==> config.mk <==
export PLATFORM = sky130hd
export DESIGN_NAME = gbn_window_crc_ack_checker_core
export DESIGN_NICKNAME = d
export VERILOG_FILES = /design/src/hdl/gbnwc_pkg.sv /design/src/hdl/gbnwc_crc_stage.sv /design/src/hdl/gbn_window_crc_ack_checker_core.sv
export SDC_FILE = /design/constraint.sdc
export NUM_CORES = 1
export LEC_CHECK = 0
export BUFFER_PORTS_ARGS = -buffer_cell sky130_fd_sc_hd__buf_4
export CAP_MARGIN = 20
export CORE_ASPECT_RATIO = 1.4
export CORE_MARGIN = 1
export CORE_UTILIZATION = 40
export CTS_CLUSTER_DIAMETER = 80
export DETAILED_ROUTE_END_ITERATION = 6
export SLEW_MARGIN = 20
export SYNTH_ARGS = -nofsm -noshare
export SYNTH_HDL_FRONTEND = slang
export SYNTH_SLANG_ARGS = --single-unit
export TNS_END_PERCENT = 20
==> constraint.sdc <==
create_clock -name clock -period 6.26 [get_ports clock]
set_input_delay 0.626 -clock clock [delete_from_list [all_inputs] [get_ports clock]]
set_output_delay 0.626 -clock clock [all_outputs]
set_load 0.005 [all_outputs]
==> src/hdl/gbnwc_pkg.sv <==
// Shared constants and types for the go-back-N CRC acknowledgment checker.
`default_nettype none

package gbnwc_pkg;

   localparam int CODEWORD_BITS = 40;
   localparam int ID_BITS       = 2;
   localparam int POLY_BITS     = 8;
   localparam int STEP_BITS     = 8;
   localparam int REQ_DATA_BITS = 48;
   localparam int RSP_DATA_BITS = 8;

   localparam logic [POLY_BITS-1:0] POLY_RESET = 8'h07;

   typedef struct packed {
      logic [POLY_BITS-1:0] poly;
      logic [ID_BITS-1:0]   frame_id;
   } tag_type;

endpackage

`default_nettype wire

==> src/hdl/gbnwc_crc_stage.sv <==
// One pipeline stage of the CRC remainder: folds eight codeword bits into the remainder.
`default_nettype none

module gbnwc_crc_stage #(
   parameter int REM_BITS = 8,
   parameter int PAD_BITS = 40,
   parameter int STAGE    = 0
) (
   input  wire                      clock,
   input  wire                      reset,
   input  wire                      in_valid,
   output logic                     in_ready,
   input  wire [REM_BITS-1:0]       in_rem,
   input  wire [PAD_BITS-1:0]       in_word,
   input  gbnwc_pkg::tag_type       in_tag,
   output logic                     out_valid,
   input  wire                      out_ready,
   output logic [REM_BITS-1:0]      out_rem,
   output logic [PAD_BITS-1:0]      out_word,
   output gbnwc_pkg::tag_type       out_tag
);

   localparam int EXT_BITS = (REM_BITS > gbnwc_pkg::POLY_BITS) ? REM_BITS : gbnwc_pkg::POLY_BITS;
   localparam int TOP_BIT  = PAD_BITS - 1 - gbnwc_pkg::STEP_BITS * STAGE;

   logic                 valid_ff;
   logic [REM_BITS-1:0]  rem_ff;
   logic [REM_BITS-1:0]  rem_in;
   logic [PAD_BITS-1:0]  word_ff;
   gbnwc_pkg::tag_type   tag_ff;
   logic [EXT_BITS-1:0]  poly_ext;
   logic [REM_BITS-1:0]  low_terms;
   logic [REM_BITS:0]    shifted;

   assign poly_ext  = EXT_BITS'(in_tag.poly);
   assign low_terms = poly_ext[REM_BITS-1:0];

   always_comb begin
      rem_in  = in_rem;
      shifted = '0;
      for (int k = 0; k < gbnwc_pkg::STEP_BITS; k++) begin
         shifted = {rem_in, in_word[TOP_BIT-k]};
         if (shifted[REM_BITS]) begin
            rem_in = shifted[REM_BITS-1:0] ^ low_terms;
         end else begin
            rem_in = shifted[REM_BITS-1:0];
         end
      end
   end

   assign in_ready = !valid_ff || out_ready;

   always_ff @(posedge clock) begin
      if (reset) begin
         valid_ff <= 1'b0;
      end else if (in_valid && in_ready) begin
         valid_ff <= 1'b1;
      end else if (out_ready) begin
         valid_ff <= 1'b0;
      end
   end

   always_ff @(posedge clock) begin
      if (in_valid && in_ready) begin
         rem_ff  <= rem_in;
         word_ff <= in_word;
         tag_ff  <= in_tag;
      end
   end

   assign out_valid = valid_ff;
   assign out_rem   = rem_ff;
   assign out_word  = word_ff;
   assign out_tag   = tag_ff;

endmodule

`default_nettype wire

==> src/hdl/gbn_window_crc_ack_checker_core.sv <==
// Top level of the go-back-N receiver checker with a configurable CRC-8 frame check.
//
// Each input item carries one codeword and its frame id. The codeword's remainder
// modulo the CRC divisor (x^8 plus the low terms held in the poly register) must be
// zero for the frame to be good. Frames are grouped in windows of WINDOW_FRAMES; the
// last frame of a window yields one output item: an ACK with the next expected id when
// every frame was good, or a NACK with the id of the first bad frame.
// The remainder is computed by a pipeline of ceil(min(FRAME_BITS, 40) / 8) stages,
// each folding eight bits, followed by the window logic and an output register.
// One item is accepted every cycle unless a waiting reply stalls the pipeline.
// The poly register is written through csr_wr_en and csr_wr_data; each item keeps
// the poly value that was current when it was accepted.
// Reset clears the window state, empties the pipeline and sets the poly to 0x07.
// When the receiver stalls, a waiting reply holds in the output register while the
// pipeline keeps taking items until its stages fill up.
`default_nettype none

module gbn_window_crc_ack_checker_core #(
   parameter int FRAME_BITS    = 40,
   parameter int DIVISOR_BITS  = 9,
   parameter int WINDOW_FRAMES = 3
) (
   input  wire                                   clock,
   input  wire                                   reset,
   input  wire                                   csr_wr_en,
   input  wire [gbnwc_pkg::POLY_BITS-1:0]        csr_wr_data,
   input  wire                                   req_tvalid,
   output logic                                  req_tready,
   // Fields from bit 0: codeword[39:0], frame_id[41:40], zero fill.
   input  wire [gbnwc_pkg::REQ_DATA_BITS-1:0]    req_tdata,
   output logic                                  rsp_tvalid,
   input  wire                                   rsp_tready,
   // Fields from bit 0: reply_id[1:0], zero fill.
   output logic [gbnwc_pkg::RSP_DATA_BITS-1:0]   rsp_tdata,
   // Fields from bit 0: reply_ack[0].
   output logic                                  rsp_tuser
);

   localparam int CHECK_BITS = (FRAME_BITS < gbnwc_pkg::CODEWORD_BITS) ?
                               FRAME_BITS : gbnwc_pkg::CODEWORD_BITS;
   localparam int STAGES     = (CHECK_BITS + gbnwc_pkg::STEP_BITS - 1) / gbnwc_pkg::STEP_BITS;
   localparam int PAD_BITS   = STAGES * gbnwc_pkg::STEP_BITS;
   localparam int REM_BITS   = DIVISOR_BITS - 1;
   localparam int POS_BITS   = (WINDOW_FRAMES > 1) ? $clog2(WINDOW_FRAMES) : 1;
   localparam logic [POS_BITS-1:0] LAST_POS = POS_BITS'(WINDOW_FRAMES - 1);

   logic [gbnwc_pkg::POLY_BITS-1:0] poly_ff;

   logic                  valid_chain [STAGES+1];
   logic                  ready_chain [STAGES+1];
   logic [REM_BITS-1:0]   rem_chain   [STAGES+1];
   logic [PAD_BITS-1:0]   word_chain  [STAGES+1];
   gbnwc_pkg::tag_type    tag_chain   [STAGES+1];

   logic [POS_BITS-1:0]             window_pos_ff;
   logic                            error_seen_ff;
   logic [gbnwc_pkg::ID_BITS-1:0]   first_bad_ff;

   logic                            rsp_valid_ff;
   logic                            rsp_ack_ff;
   logic [gbnwc_pkg::ID_BITS-1:0]   rsp_id_ff;

   logic                            last_valid;
   logic                            is_last;
   logic                            frame_bad;
   logic                            err_now;
   logic [gbnwc_pkg::ID_BITS-1:0]   bad_id;
   logic                            rsp_free;
   logic                            take;
   logic                            load;
   logic                            reply_ack_in;
   logic [gbnwc_pkg::ID_BITS-1:0]   reply_id_in;

   always_ff @(posedge clock) begin
      if (reset) begin
         poly_ff <= gbnwc_pkg::POLY_RESET;
      end else if (csr_wr_en) begin
         poly_ff <= csr_wr_data;
      end
   end

   assign valid_chain[0]          = req_tvalid;
   assign req_tready              = ready_chain[0];
   assign rem_chain[0]            = '0;
   assign word_chain[0]           = PAD_BITS'(req_tdata[CHECK_BITS-1:0]);
   assign tag_chain[0].poly       = poly_ff;
   assign tag_chain[0].frame_id   =
      req_tdata[gbnwc_pkg::CODEWORD_BITS+gbnwc_pkg::ID_BITS-1:gbnwc_pkg::CODEWORD_BITS];

   for (genvar s = 0; s < STAGES; s++) begin : g_stage
      gbnwc_crc_stage #(
         .REM_BITS (REM_BITS),
         .PAD_BITS (PAD_BITS),
         .STAGE    (s)
      ) u_stage (
         .clock     (clock),
         .reset     (reset),
         .in_valid  (valid_chain[s]),
         .in_ready  (ready_chain[s]),
         .in_rem    (rem_chain[s]),
         .in_word   (word_chain[s]),
         .in_tag    (tag_chain[s]),
         .out_valid (valid_chain[s+1]),
         .out_ready (ready_chain[s+1]),
         .out_rem   (rem_chain[s+1]),
         .out_word  (word_chain[s+1]),
         .out_tag   (tag_chain[s+1])
      );
   end

   assign last_valid = valid_chain[STAGES];
   assign is_last    = (window_pos_ff == LAST_POS);
   assign frame_bad  = (rem_chain[STAGES] != '0);
   assign err_now    = error_seen_ff || frame_bad;
   assign bad_id     = error_seen_ff ? first_bad_ff : tag_chain[STAGES].frame_id;
   assign rsp_free   = !rsp_valid_ff || rsp_tready;

   assign ready_chain[STAGES] = !is_last || rsp_free;
   assign take                = last_valid && ready_chain[STAGES];
   assign load                = take && is_last;

   assign reply_ack_in = !err_now;
   assign reply_id_in  = err_now ? bad_id :
                         tag_chain[STAGES].frame_id + gbnwc_pkg::ID_BITS'(1);

   always_ff @(posedge clock) begin
      if (reset) begin
         window_pos_ff <= '0;
         error_seen_ff <= 1'b0;
         first_bad_ff  <= '0;
      end else if (take) begin
         if (is_last) begin
            window_pos_ff <= '0;
            error_seen_ff <= 1'b0;
            first_bad_ff  <= '0;
         end else begin
            window_pos_ff <= window_pos_ff + POS_BITS'(1);
            error_seen_ff <= err_now;
            first_bad_ff  <= bad_id;
         end
      end
   end

   always_ff @(posedge clock) begin
      if (reset) begin
         rsp_valid_ff <= 1'b0;
      end else if (load) begin
         rsp_valid_ff <= 1'b1;
      end else if (rsp_tready) begin
         rsp_valid_ff <= 1'b0;
      end
   end

   always_ff @(posedge clock) begin
      if (load) begin
         rsp_ack_ff <= reply_ack_in;
         rsp_id_ff  <= reply_id_in;
      end
   end

   assign rsp_tvalid = rsp_valid_ff;
   assign rsp_tuser  = rsp_ack_ff;
   assign rsp_tdata  = gbnwc_pkg::RSP_DATA_BITS'(rsp_id_ff);

   a_pos_range : assert property (@(posedge clock) disable iff (reset)
      window_pos_ff <= LAST_POS)
      else $error("window position beyond the window");

   a_pos_step : assert property (@(posedge clock) disable iff (reset)
      (take && !is_last) |=> (window_pos_ff == $past(window_pos_ff) + POS_BITS'(1)))
      else $error("window position did not advance");

   a_window_clear : assert property (@(posedge clock) disable iff (reset)
      load |=> (rsp_valid_ff && window_pos_ff == '0 && !error_seen_ff))
      else $error("window state not cleared after a reply");

   a_no_overwrite : assert property (@(posedge clock) disable iff (reset)
      (rsp_valid_ff && !rsp_tready) |-> !load)
      else $error("pending reply overwritten");

endmodule

`default_nettype wire
==> results.md, run 1 <==
- The number of nets still failing antenna checks after routing is 0.
- Of all nets on the critical path, the largest fanout is 36.
- The count of different cell masters after synthesis is 78.
- The root buffer selected by CTS is sky130_fd_sc_hd__clkbuf_16.
- The fmax is between 200 and 250 MHz.
- Global routing finished with a remaining overflow of 0.
- Of the total power, combinational logic draws 62.8%.
- The clock share of power is a little over an eighth.
- The total number of placement rows is 74.
- The clock latency at the later pin of the worst-skew pair is approximately 0.45 ns.
- The share of flip-flops with an asynchronous set or reset after synthesis is 0%.
- Along the worst hold path, the cell count comes to 1.
- The first global-routing pass estimated 41400 µm of wire.
- After routing, the total negative slack on setup checks comes to 0 ns.
- The length of routed met2 wiring is 13300 µm.
- The total half-perimeter wirelength after legalization and detailed placement is approximately 17000 µm.
- The synthesized flop and latch total is 184.
- The post-synthesis sequential area ratio is around 44%.
- The die is between 200 and 250 µm tall.
- Summing all flip-flop and latch instances after layout gives ~5300 µm².
- Hold repair after CTS inserted 0 buffers.
- The transition time at the pin with the least slew margin is roughly 1.1 ns.
- The flip-flop cell with the highest count after synthesis is sky130_fd_sc_hd__edfxtp_1.
- After the last flow step, the layout net total stands at around 1300.
- The sequential share of power is approximately a quarter.
- The worst hold path terminates at g_stage[0].u_stage.out_rem[5].
- The analysis attributes to net switching a power of approximately 0.0033 W.
- The kind of critical path is reg -> reg.
- Synthesis produced about 1200 cells.
- The met1 wire length is slightly above 10000 µm.
- TritonCTS created 17 clock buffers.
- The Yosys step of the flow raised 0 warnings.
- After routing the design area is roughly 13000 µm².
- In this run the critical register-to-register path is launched from g_stage[0].u_stage.out_tag[9].
- The effective utilization at floorplan is between 40 and 50%.
- The width of the die is around 150 µm.
- The final-layout fill cell count is about 2800.
- For the worst setup path, the data arrival time is ~5 ns.
- The die area is slightly above 30000 µm².
- After layout, the worst path uses between 70% and 80% of the clock period.
- The clock tree from TritonCTS is done.
- The path type of the worst min-delay path is in -> reg.
- The worst-case reg-to-reg path depth is 12.
- The ratio of cells with drive above 1 in the final layout is a little under an eighth.
- Dividing the detail-routed wire length by the instance count gives between 15 and 20 µm.
- The finished layout holds roughly 1600 standard cells, fillers aside.
- The count of endpoints failing setup in the final report is 0.
- No sink is reached through more buffers than the 2 on the longest clock path.
- The total number of H-tree levels is 4.
- The fraction of power spent switching nets is roughly two fifths.
- The number of port buffers is 59.
- The number of synthesized flops with an enable pin is roughly 170.
- The detailed router finished its first iteration with roughly 500 violations.
- Once placement finished, the instance area stood at about 13000 µm².
- The flow ran to the end, and the final reports show no timing, DRC or antenna violations.
- The via count of the first global-routing pass is just over 8000.
- The number of max-cap violations is 0.
- The amount of wire on met3 after detailed routing is 694 µm.
- In this run the worst setup path begins at g_stage[0].u_stage.out_tag[9].
- The number of inserted diodes is 0.
- The post-cts gate resize count is 0.
- Dividing total power by cell area gives a power density of just over 600 nW/µm².
- The number of detailed-routing iterations run before antenna repair is 5.
- The nature of the critical path endpoint is a register.
- The hold violation total from the final report is 0.
- The via-per-instance ratio is between 5 and 6.
- In this run the top signal layer used is met4.
- At the end of routability-driven placement, the weighted congestion stood at roughly 0.85.
- The wire length reported by the detailed router is about 25000 µm.
- The internal portion of the total power is a little under 0.005 W.
- Compared with the post-synthesis result, the final layout area differs by 10.1%.
- In the routed design, unresolved DRC markers number 0.
- Clock-pin slew was measured on the worst setup and hold paths at around 0.070 ns.
- The worst vdd rail ir drop is around 0.27 mV.
- Summing all multi-input logic gate instances after layout gives about 6200 µm².
- Entering global routing, the biggest net connects just over 50 pins.
- The setup fix buffers added after clock tree synthesis is 0.
- Across the routed clock network, the largest skew measured is between 0.008 and 0.009 ns.
- The worst pin sits at a relative slew slack of between 20% and 30%.
- The global routing usage summed across all routing layers is about 17%.
- The startpoint of the most critical hold path is req_tdata[37].
- Counting I/O delays and the setup requirement, the final critical path takes between 4 and 5 ns.
- The slack of the worst reg-to-reg path is approximately 1.5 ns.
- The number of pins with negative max-slew slack in the final report is 0.
- A synthesized cell averages approximately 10 µm².
- STA puts the critical path data required time at around 6.5 ns.
- Counting every sink on the clock net gives ~180.
- The number of placed instances, taps included is ~1600.
- Pin placement for this block handled just over 70 I/O pins.
- The worst setup path is launched from a register.
- The vias after detailed routing is just under 9000.
- The number of antenna violations at the first check in global routing is 0.
- The total standard cell area after synthesis is around 12000 µm².
- Setup repair after global routing left no endpoint under its margin.
- The leakage power is around 4.7 nW.
- The worst register-to-register path ends at g_stage[1].u_stage.out_rem[7].
- The region available for standard cell placement spans 29400 µm².
[worst max-delay path by stage]
stage	slack, ns	cells after the start	to
finish	1.46	12	g_stage[1].u_stage.out_rem[7]
global route	1.11	12	g_stage[1].u_stage.out_rem[7]
CTS	1.45	12	g_stage[1].u_stage.out_rem[7]
detailed placement	1.46	12	g_stage[2].u_stage.out_rem[7]
global placement	1.47	12	g_stage[1].u_stage.out_rem[7]
floorplan	2.15	5	g_stage[0].u_stage.out_rem[0]
[cells in the mapped netlist, drive strengths merged, types with 16 or more instances]
| master | n | area [µm²] |
|---|---|---|
| nand2b | 20 | 125 |
| nand2 | 202 | 758 |
| inv | 20 | 75.1 |
| a22oi | 18 | 140 |
| o21ai | 71 | 355 |
| clkbuf | 52 | 195 |
| a211oi | 16 | 183 |
| edfxtp | 165 | 4950 |
| dfxtp | 19 | 380 |
| a21oi | 59 | 295 |
| xor2 | 33 | 304 |
| buf | 43 | 248 |
| nor2 | 57 | 214 |
| xnor2 | 161 | 1460 |
| nand3 | 16 | 80.1 |
| o211ai | 19 | 143 |
[critical path, stage by stage (launching register included)]
cell and delay, ns:
sky130_fd_sc_hd__edfxtp_1 1.06, sky130_fd_sc_hd__and3b_1 0.28, sky130_fd_sc_hd__a211oi_2 0.22, sky130_fd_sc_hd__xor2_1 0.66, sky130_fd_sc_hd__o32ai_1 0.22, sky130_fd_sc_hd__nor4_1 0.37, sky130_fd_sc_hd__and2b_1 0.31, sky130_fd_sc_hd__nor2_1 0.15
sky130_fd_sc_hd__a211oi_2 0.10, sky130_fd_sc_hd__xnor2_2 0.48, sky130_fd_sc_hd__mux2_1 0.37, sky130_fd_sc_hd__a22oi_1 0.20, sky130_fd_sc_hd__xnor2_1 0.12
[cells in the final DEF, fill, tap and decap left out, drive strengths merged, types with 16 or more instances in the layout]
| master | count |
|---|---|
| nand2 | 202 |
| xor2 | 33 |
| nor2 | 57 |
| a22oi | 18 |
| o21ai | 71 |
| xnor2 | 161 |
| o211ai | 19 |
| clkbuf | 20 |
| buf | 70 |
| nand2b | 20 |
| a211oi | 16 |
| inv | 26 |
| nand3 | 16 |
| a21oi | 59 |
| dfxtp | 19 |
| edfxtp | 165 |
[final cells by class]
type | instances | area share [%]
well taps | 380 | 3.58
inverters | 20 | 0.566
clock buffers | 20 | 3.44
repair buffers | 70 | 4.11
flip-flops and latches | 184 | 40.2
multi-input cells | 915 | 47.1
clock inverters | 12 | 0.991
[per-stage QoR]
step / util (%) / hold slack (ns) / total power (W) / setup WS, ns
floorplan: - / 0.400 / 0.00630 / 2.15
global placement: 43.0 / 0.401 / 0.00697 / 1.47
detailed placement: 43.0 / 0.405 / 0.00705 / 1.46
CTS: 45.0 / 0.318 / 0.00814 / 1.45
global route: 45.0 / 0.323 / 0.00870 / 1.11
finish: 45.0 / 0.346 / 0.00806 / 1.46
[state kept, by name (all words and copies together) (netlist names)]
register                   flops
window_pos_ff                  2
first_bad_ff                   2
rsp_id_ff                      2
rsp_tvalid                     1
g_stage.u_stage.out_rem       40
g_stage.u_stage.out_valid      5
error_seen_ff                  1
g_stage.u_stage.out_tag       42
g_stage.u_stage.out_word      80
rsp_tuser                      1
poly_ff                        8
[cell families after synthesis]
group | after synthesis | share of synthesized area (%)
xor gates and xnor gates | 207 | 17.1
and+or+nand+nor | 390 | 15.6
AOI/OAI and AO/OA | 292 | 16.9
muxes | 20 | 1.73
other | 1 | 0.0311
DFF | 184 | 44.3
buffers and inverters | 115 | 4.30
[routing by layer]
| metal | vias to the layer above | GRT usage [%] |
|---|---|---|
| li1 | 4340 | - |
| met1 | 4140 | 18.9 |
| met2 | 173 | 30.8 |
| met3 | 45 | 2.07 |
| met4 | 0 | 8.57 |
| met5 | - | 0 |
[power groups by stage]
stage / registers (W) / logic [W] / clock network (W)
2_1_floorplan: 0.00182 / 0.00448 / 0
3_3_place_gp: 0.00196 / 0.00501 / 0
3_5_place_dp: 0.00196 / 0.00509 / 0
4_1_cts: 0.00194 / 0.00510 / 0.00110
5_1_grt: 0.00196 / 0.00560 / 0.00114
6_report: 0.00194 / 0.00506 / 0.00107
Note: power is estimated with default switching activity, not from simulation.
==> inputs of run 2 (changes only) <==
--- a/config.mk
+++ b/config.mk
@@ -5,6 +5,7 @@
 export SDC_FILE = /design/constraint.sdc
 export NUM_CORES = 1
 export LEC_CHECK = 0
+export ABC_AREA = 1
 export BUFFER_PORTS_ARGS = -buffer_cell sky130_fd_sc_hd__buf_4
 export CAP_MARGIN = 20
 export CORE_ASPECT_RATIO = 1.4
==> constraint.sdc (replaced) <==
create_clock -name clock -period 4.53 [get_ports clock]
set_input_delay 0.453 -clock clock [delete_from_list [all_inputs] [get_ports clock]]
set_output_delay 0.453 -clock clock [all_outputs]
set_load 0.005 [all_outputs]
==> run 2 against run 1 <==
Compared with the run above:
- clock-buffer cell count down 3
- total power is 19% lower
- flip-flop and latch count unchanged
- die area decreased by 6.4%
- synthesized cell count up 12%
- worst setup slack lost 0.74 ns
- via count down 4.7%
- core utilization shrank 0.085 points
- non-clock buffer count rose by 4
- fmax increased by 26%
- first-iteration DRC count decreased by 42%
==> results.md, run 2 <==
- The cell with the largest stage delay on the worst path is sky130_fd_sc_hd__edfxtp_1.
- In this run the post-CTS setup repair buffer count came out at 0.
- The critical path goes through nand2_1 -> nand2_1 -> nand2_1 -> nand2_1 -> nand2_1 -> nand2_2 -> nand3_1 -> nand2_2 -> nand3_1 -> nand2_2 -> nand3_2 -> nand2_2 -> nand2_1 -> nand2_2 -> inv_2 -> nor2_8 -> nand3_4 -> nand2_2 -> inv_2 -> nand2_1 -> nand2_1.
- Of the post-synthesis cell area, the part taken by muxes is 0%.
- Clock latency on the worst-skew pair, taken at its later pin, is 0.44 ns.
- Summed over its instances, the top area cell type makes up approximately 44% of the synthesized netlist area.
- The mean routed wirelength per cell is 11.8 µm.
- Yosys mapped the design onto 39 distinct sky130hd cell types.
- In this run the worst hold path is classified as in -> reg.
- The average size of a mapped cell is 8.32 µm².
- The total half-perimeter wirelength after legalization and detailed placement is between 15000 and 20000 µm.
- The fraction of the mapped netlist area in compound gates is under 10%.
- Relative to the synthesized area, the layout overhead comes to 10.4%.
- Input and output buffers added on the ports amount to between 50 and 60.
- Once layout is complete, the cells apart from fillers number approximately 1800.
- Across the run, the number of max-cap violations was 0.
- For this configuration, the core starts out at a cell density of about two fifths.
- Yosys mapped a number of flops with a built-in enable equal to 165.
- Power comes to between 0.006 and 0.007 W.
- By count the netlist is led by sky130_fd_sc_hd__nand2_1 (502), sky130_fd_sc_hd__edfxtp_1 (165), sky130_fd_sc_hd__nand3_1 (148), sky130_fd_sc_hd__inv_1 (136), sky130_fd_sc_hd__xnor2_1 (73).
- The hold violation total from the final report is 0.
- The routed design could run at a clock period as short as approximately 3.8 ns.
- The adder and majority cell fraction of the synthesized area is 0%.
- The number of inserted diodes is 0.
- In the final layout, flip-flops and latches occupy ~5300 µm².
- The number of pins with negative max-slew slack in the final report is 0.
- The via count of the first global-routing pass came to about 7800.
- The post-cts hold buffer count is 0.
- The synthesized flop and latch total is approximately 180.
- In the synthesized netlist the async set-or-reset flop fraction comes to 0%.
- Dividing total power by cell area gives a power density of 525 nW/µm².
- Of the cells placed in the final design, the portion with a size suffix greater than 1 is 13.7%.
- The most common cell in the synthesized netlist is sky130_fd_sc_hd__nand2_1.
- Summed over all layers, the global routing overflow is 0.
- The kind of launch point of the worst setup path is a register.
- The register with the most flip-flops in the layout has 80 of them.
- Setup violations remaining at the end of the flow were counted as 0.
- The kind of critical path is reg -> reg.
- The startpoint of the most critical hold path is req_tdata[25].
- During I/O placement, the number of pins put on the boundary was between 70 and 80.
- The run finished with clean final reports.
- Counting every instance in the synthesized netlist gives 1354.
- The synthesis warning total is 0.
- The number of antenna violations at the first check in global routing is 0.
- The maximum fanout along the worst path is 16.
- The DRC violations left is 0.
- The flip-flop cell with the highest count after synthesis is sky130_fd_sc_hd__edfxtp_1.
- Setup repair after global routing left no endpoint under its margin.
- The pre-antenna-repair detailed-routing pass consisted of 5 iterations.
- The global routing usage summed across all routing layers is between 10% and 20%.
- The clock tree from TritonCTS is done.
- The nature of the critical path endpoint is a register.
- The root buffer selected by CTS is sky130_fd_sc_hd__clkbuf_16.
- The footprint of the multi-input gates is approximately 5000 µm².
- By area the synthesized netlist is led by sky130_fd_sc_hd__edfxtp_1 (44%), sky130_fd_sc_hd__nand2_1 (17%), sky130_fd_sc_hd__nand3_1 (6.6%).
- The wire length reported by the detailed router is between 20000 and 25000 µm.
- The worst clock skew on the final layout is 0.00985 ns.
- The width of the die is 144 µm.
- The number of DRC violations after detailed-routing iteration 0 is 282.
- Once the clock tree was built, the resizer swapped 0 gates to a different size.
- The leakage power is approximately 5.6 nW.
- The fmax is 263 MHz.
- The cell occurring most often along the worst timing path is sky130_fd_sc_hd__nand2_1.
- The final-layout worst hold slack is ~0.19 ns.
- The H-tree generated during clock tree synthesis spans 4 levels.
- Summing the sequential cell areas from Yosys gives a little under half of the chip area.
- Data on the critical path arrives at its endpoint at between 4 and 5 ns.
- The worst register-to-register path begins at g_stage[2].u_stage.out_tag[9].
- Leaving out fill and tap cells, the most frequent cell in the layout is sky130_fd_sc_hd__nand2_1.
- The number of nets still failing antenna checks after routing is 0.
- The number of placed instances, taps included is 1736.
- The core region is between 20000 and 30000 µm².
- For the pin with the worst max-slew slack, the measured transition is 0.863 ns.
- The total number of placement rows is slightly above 70.
- The data required time at the worst endpoint is 4.73 ns.
- The global placement routability congestion is approximately 0.87.
- Of the total synthesized cell area, the portion taken by XOR and XNOR cells is a little over a tenth.
- The delay contributed by the slowest stage of the critical path is approximately 0.74 ns.
- CTS saw 184 sinks.
- The synthesized netlist devotes a little under a third of its cell area to simple gates.
- The y dimension of the die is about 200 µm.
- After synthesis the cells add up to approximately 11000 µm².
- The first-pass GRT wire length is 35700 µm.
- After synthesis, the largest family of logic cells by area is simple AND/OR/NAND/NOR gates.
- After clock tree synthesis, the clock-pin slew on the worst setup and hold paths is ~0.07 ns.
- Across the VDD grid, the largest voltage drop is 0.291 mV.
- At the end of the flow, the number of nets in the layout was between 1000 and 1500.
- In the layout the commonest cells are sky130_fd_sc_hd__nand2_1 (502), sky130_fd_sc_hd__edfxtp_1 (165), sky130_fd_sc_hd__nand3_1 (148).
- The worst path uses 84.0% of the clock period.
- The floorplan step defined a die boundary enclosing ~29000 µm².
- Tracing the worst setup path back leads to its startpoint at g_stage[2].u_stage.out_tag[9].
- Measured against its own limit, the worst slew margin works out to a little over two fifths.
- Counting the buffers created by CTS gives 17.
- Dividing the detail-routed via count by the number of cells gives 4.68.
- The pin count of the biggest net entering global routing is just over 50.
- The final-layout fill cell count is 2696.
- sky130_fd_sc_hd__edfxtp_1 takes more of the synthesized area than any other cell.
- The setup TNS is 0 ns.
- The vias after detailed routing is about 8300.
- The clock passes through at most 2 buffers.
## run 2: cell types whose count changed in the layout (fill, tap and decap cells not counted), sizes merged, moves of 18 or more
cell / delta
o21ai: -46
inv: +127
a22oi: -18
nand2: +348
xnor2: -85
nand2b: -20
xor2: +21
a21oi: -49
nand3: +144
## run 2: where the power goes
| group | leakage, nW | switching (W) | total (W) | internal [W] |
|---|---|---|---|---|
| Sequential | 1.71 | 0.0000909 | 0.00218 | 0.00209 |
| Clock | 0.261 | 0.000658 | 0.00137 | 0.000712 |
| Combinational | 3.60 | 0.00186 | 0.00297 | 0.00111 |
| Total | 5.57 | 0.00261 | 0.00653 | 0.00391 |
## run 2: final timing paths
kind | end | slack (ns) | cells after the start
max | g_stage[3].u_stage.out_rem[1] | 0.72 | 21
min | g_stage[0].u_stage.out_word[25] | 0.19 | 1
max reg2reg | g_stage[3].u_stage.out_rem[1] | 0.72 | 21
min reg2reg | g_stage[3].u_stage.out_word[0] | 0.42 | 0
## run 2: critical path: cells and delay by family (launching register included)
family / cells / cell delay [ns]
buf+inv: 2 / 0.11
flops: 1 / 0.74
simple gates: 19 / 2.70
## run 2: metrics by stage
step	worst slack, ns	utilization [%]	instance area (µm²)
floorplan	1.37	-	11300
global placement	0.805	42.9	11900
detailed placement	0.701	42.9	11900
CTS	0.694	44.9	12400
global route	0.242	45.0	12400
finish	0.724	45.0	12400
## run 2: final cells by class
class,instances,area share (%)
Sequential cell,184,42.9
Tap cell,370,3.72
Timing Repair Buffer,74,4.63
Inverter,149,4.53
Clock inverter,15,0.946
Multi-Input combinational cell,960,39.8
Clock buffer,17,3.42
## run 2: routing by layer
metal	vias up	GRT usage, %	wire [µm]
met5	-	0	0
met4	0	7.37	635
met3	31	2.74	430
met2	102	30.6	11800
met1	3805	15.6	7940
li1	4347	-	-
## run 2: cells by family (layout without fill, tap and decap cells)
logic type | after synthesis | count (layout)
simple gates | 784 | 784
buf+inv | 215 | 255
flops | 184 | 184
xor+xnor | 130 | 130
compound gates | 40 | 40
other cells | 1 | 6
==> inputs of run 3 (changes only) <==
==> constraint.sdc (replaced) <==
create_clock -name clock -period 3.2 [get_ports clock]
set_input_delay 0.32 -clock clock [delete_from_list [all_inputs] [get_ports clock]]
set_output_delay 0.32 -clock clock [all_outputs]
set_load 0.005 [all_outputs]
==> run 3 against run 2 <==
Compared with the run above:
- total power grew 46%
- die area stayed put
- clock skew decreased by 0.00087 ns
- global-route usage fell by 0.11 points
- register-to-register slack got worse by 0.44 ns
- worst setup slack lost 0.44 ns
- via count increased by 1.2%
- clock-buffer cell count rose by 2
==> results.md, run 3 (same netlist as run 2, synthesis figures left out) <==
- The critical path goes through buf_4 -> nand3_1 -> nand2_1 -> inv_1 -> nand3_2 -> nand2_2 -> buf_4 -> nand3_1 -> nand2_2 -> inv_1 -> nand2_4 -> nand2_8 -> nand2_2 -> nand2_1 -> nand2_1 -> nand3_2 -> nand3_2 -> nand2_1 -> nand2_4 -> nand2_2 -> nand3_1 -> nand2_1.
- Counting instances, the worst hold path has a depth of 1.
- The total placed instance area is ~12000 µm².
- The routed design could run at a clock period as short as roughly 3 ns.
- The die is between 200 and 250 µm tall.
- The effective utilization at floorplan is around two fifths.
- The endpoint of the worst hold path is g_stage[0].u_stage.out_word[25].
- Setup violations remaining at the end of the flow were counted as 0.
- The number of pins with negative max-slew slack in the final report is 0.
- The worst register-to-register path has a depth of 22.
- The number of clock buffers inserted by TritonCTS is 17.
- The most numerous cell type found on the critical path is sky130_fd_sc_hd__nand2_1.
- The vias after detailed routing is roughly 8400.
- The worst setup path is launched from a register.
- Compared with the post-synthesis result, the final layout area differs by 13.8%.
- The number of flip-flops in the largest register is 80.
- In the global route stage, met1 resource usage came out at 14.7%.
- The routing layer with the top usage in global route is met2.
- The total area inside the core boundary comes to between 20000 and 30000 µm².
- The number of port buffers is 59.
- After detailed routing, the number of vias per cell comes to about 4.6.
- The ratio of cells with drive above 1 in the final layout is between 10% and 20%.
- The initialized floorplan defines a little over 70 standard-cell rows.
- The data required time at the worst endpoint is between 3 and 4 ns.
- The DRC violations left is 0.
- Summed over all cells, the static leakage comes to between 5 and 6 nW.
- The start point of the critical path is g_stage[3].u_stage.out_rem[7].
- The worst clock skew on the final layout is between 0.008 and 0.009 ns.
- The clock passes through at most 2 buffers.
- Before antenna repair, the detailed router went through 4 iterations.
- The worst hold path begins at req_tdata[25].
- The transition time at the pin with the least slew margin is around 0.63 ns.
- The number of DRC violations after detailed-routing iteration 0 is 290.
- The final cell count without fillers is around 1800.
- The global placement routability congestion is just under 0.9.
- The met2 track utilization from global routing is 31.5%.
- Data on the critical path arrives at its endpoint at 3.09 ns.
- The path type of the worst min-delay path is in -> reg.
- Summing internal, switching and leakage power gives about 0.0096 W.
- For this run, the top clock speed supported by timing is ~340 MHz.
- The via count of the first global-routing pass came to slightly below 8000.
- The run finished with clean final reports.
- Max-cap violations in this run came to 0.
- The wire length reported by the detailed router is ~21000 µm.
- The number of antenna violations at the first check in global routing came to 0.
- Global routing consumed, over all layers together, between 10% and 20% of the routing resources.
- The global-route met3 utilization is ~2.4%.
- In this run the critical register-to-register path is launched from g_stage[3].u_stage.out_rem[7].
- The number of placed I/O pins is 72.
- STA classifies the critical path endpoint as a register.
- CTS placed an instance of sky130_fd_sc_hd__clkbuf_16 at the clock tree root.
- For flop-to-flop paths, the worst setup slack is about 0.28 ns.
- The H-tree generated during clock tree synthesis spans 4 levels.
- The cell area after layout is roughly 13000 µm².
- The clock latency at the later pin of the worst-skew pair is approximately 0.43 ns.
- For this run the aggregate overflow at the end of global routing stands at 0.
- The worst setup path is of the reg -> reg kind.
- 0 antenna diodes ended up in the layout.
- IR analysis of the VDD net gives a maximum drop of 0.595 mV.
- The pin count of the biggest net entering global routing is 51.
- The worst register-to-register path ends at g_stage[4].u_stage.out_rem[2].
- Of all nets on the critical path, the largest fanout is 15.
- The final-stage net count is between 1000 and 1500.
- The hold violation total from the final report is 0.
- In the layout the commonest cells are sky130_fd_sc_hd__nand2_1 (496), sky130_fd_sc_hd__edfxtp_1 (165), sky130_fd_sc_hd__nand3_1 (146).
- Clock-pin slew was measured on the worst setup and hold paths at approximately 0.070 ns.
- The final critical-path share of the clock period is between 90% and 100%.
- For this design the ratio of total power to cell area is between 700 and 800 nW/µm².
- The width of the die is 144 µm.
- The clock tree from TritonCTS is done.
- The cell with the largest stage delay on the worst path is sky130_fd_sc_hd__edfxtp_1.
- Setup repair after global routing could not meet its margin everywhere.
- The total half-perimeter wirelength after legalization and detailed placement is 16200 µm.
- The worst pin sits at a relative slew slack of 58.1%.
- The setup TNS is 0 ns.
- The most frequent standard cell in the layout excluding fill and tap cells is sky130_fd_sc_hd__nand2_1.
- The mean routed wirelength per cell is about 11 µm.
- The number of nets still failing antenna checks after routing is 0.
- The number of placed instances, taps included is about 1800.
- The die area is 28900 µm².
- The delay contributed by the slowest stage of the critical path is roughly 0.47 ns.
- The number of clock sinks is around 180.
- The first global-routing pass estimated approximately 36000 µm of wire.
-- run 3: cell types whose count changed in the layout (fill, tap and decap cells not counted), moves of 3 or more --
| cell | previous run | this run |
|---|---|---|
| sky130_fd_sc_hd__buf_4 | 72 | 113 |
| sky130_fd_sc_hd__nand2_4 | 9 | 15 |
| sky130_fd_sc_hd__clkinvlp_4 | 3 | 6 |
| sky130_fd_sc_hd__nand2_1 | 502 | 496 |
-- run 3: metrics by stage --
stage | utilization [%] | hold slack, ns | worst slack [ns]
floorplan | - | 0.400 | 0.0948
global placement | 43.9 | 0.400 | 0.115
detailed placement | 43.9 | 0.405 | 0.0671
CTS | 45.9 | 0.0355 | 0.0166
global route | 46.4 | 0.0316 | -0.0427
finish | 46.4 | 0.0641 | 0.282
-- run 3: per-layer routing --
layer / share of wire, % / vias up
met1: 37 / 3830
met2: 58 / 92
li1: - / 4427
met5: 0 / -
met4: 3.0 / 0
met3: 1.6 / 32
-- run 3: where the power goes --
part           internal (W)  total (W)  switching [W]
combinational       0.00182    0.00457        0.00275
sequential          0.00296    0.00306      0.0000979
clock               0.00101    0.00192       0.000909
-- run 3: how the worst max path moves through the flow --
stage / end / slack [ns] / cells past startpoint
after global routing: g_stage[4].u_stage.out_rem[2] / -0.04 / 22
after global placement: g_stage[3].u_stage.out_rem[1] / 0.11 / 22
after floorplan: g_stage[1].u_stage.out_rem[0] / 0.09 / 11
after detailed placement: g_stage[3].u_stage.out_rem[1] / 0.07 / 22
final: g_stage[4].u_stage.out_rem[2] / 0.28 / 22
after CTS: g_stage[3].u_stage.out_rem[2] / 0.02 / 22
-- run 3: cell type report --
cell class	instances	area, µm²
multi-input combinational	960	5030
inverter	149	564
timing repair buffer	115	875
tap	370	463
fill	2716	14800
clock inverter	13	115
sequential	184	5340
clock buffer	19	433
-- run 3: repair_timing --
item | 4_1_cts | 5_1_grt
buffers inserted | 0 | 4
hold endpoints to repair | 0 | 0
gates resized for setup | 0 | 25
setup endpoints to repair | 0 | 80
hold buffers | 0 | 0
-- run 3: critical path, delay by kind of cell (launching register included) --
| kind | cells | cell delay, ns |
|---|---|---|
| AND/OR/NAND/NOR | 18 | 1.70 |
| buffers and inverters | 4 | 0.51 |
| flip-flops | 1 | 0.47 |
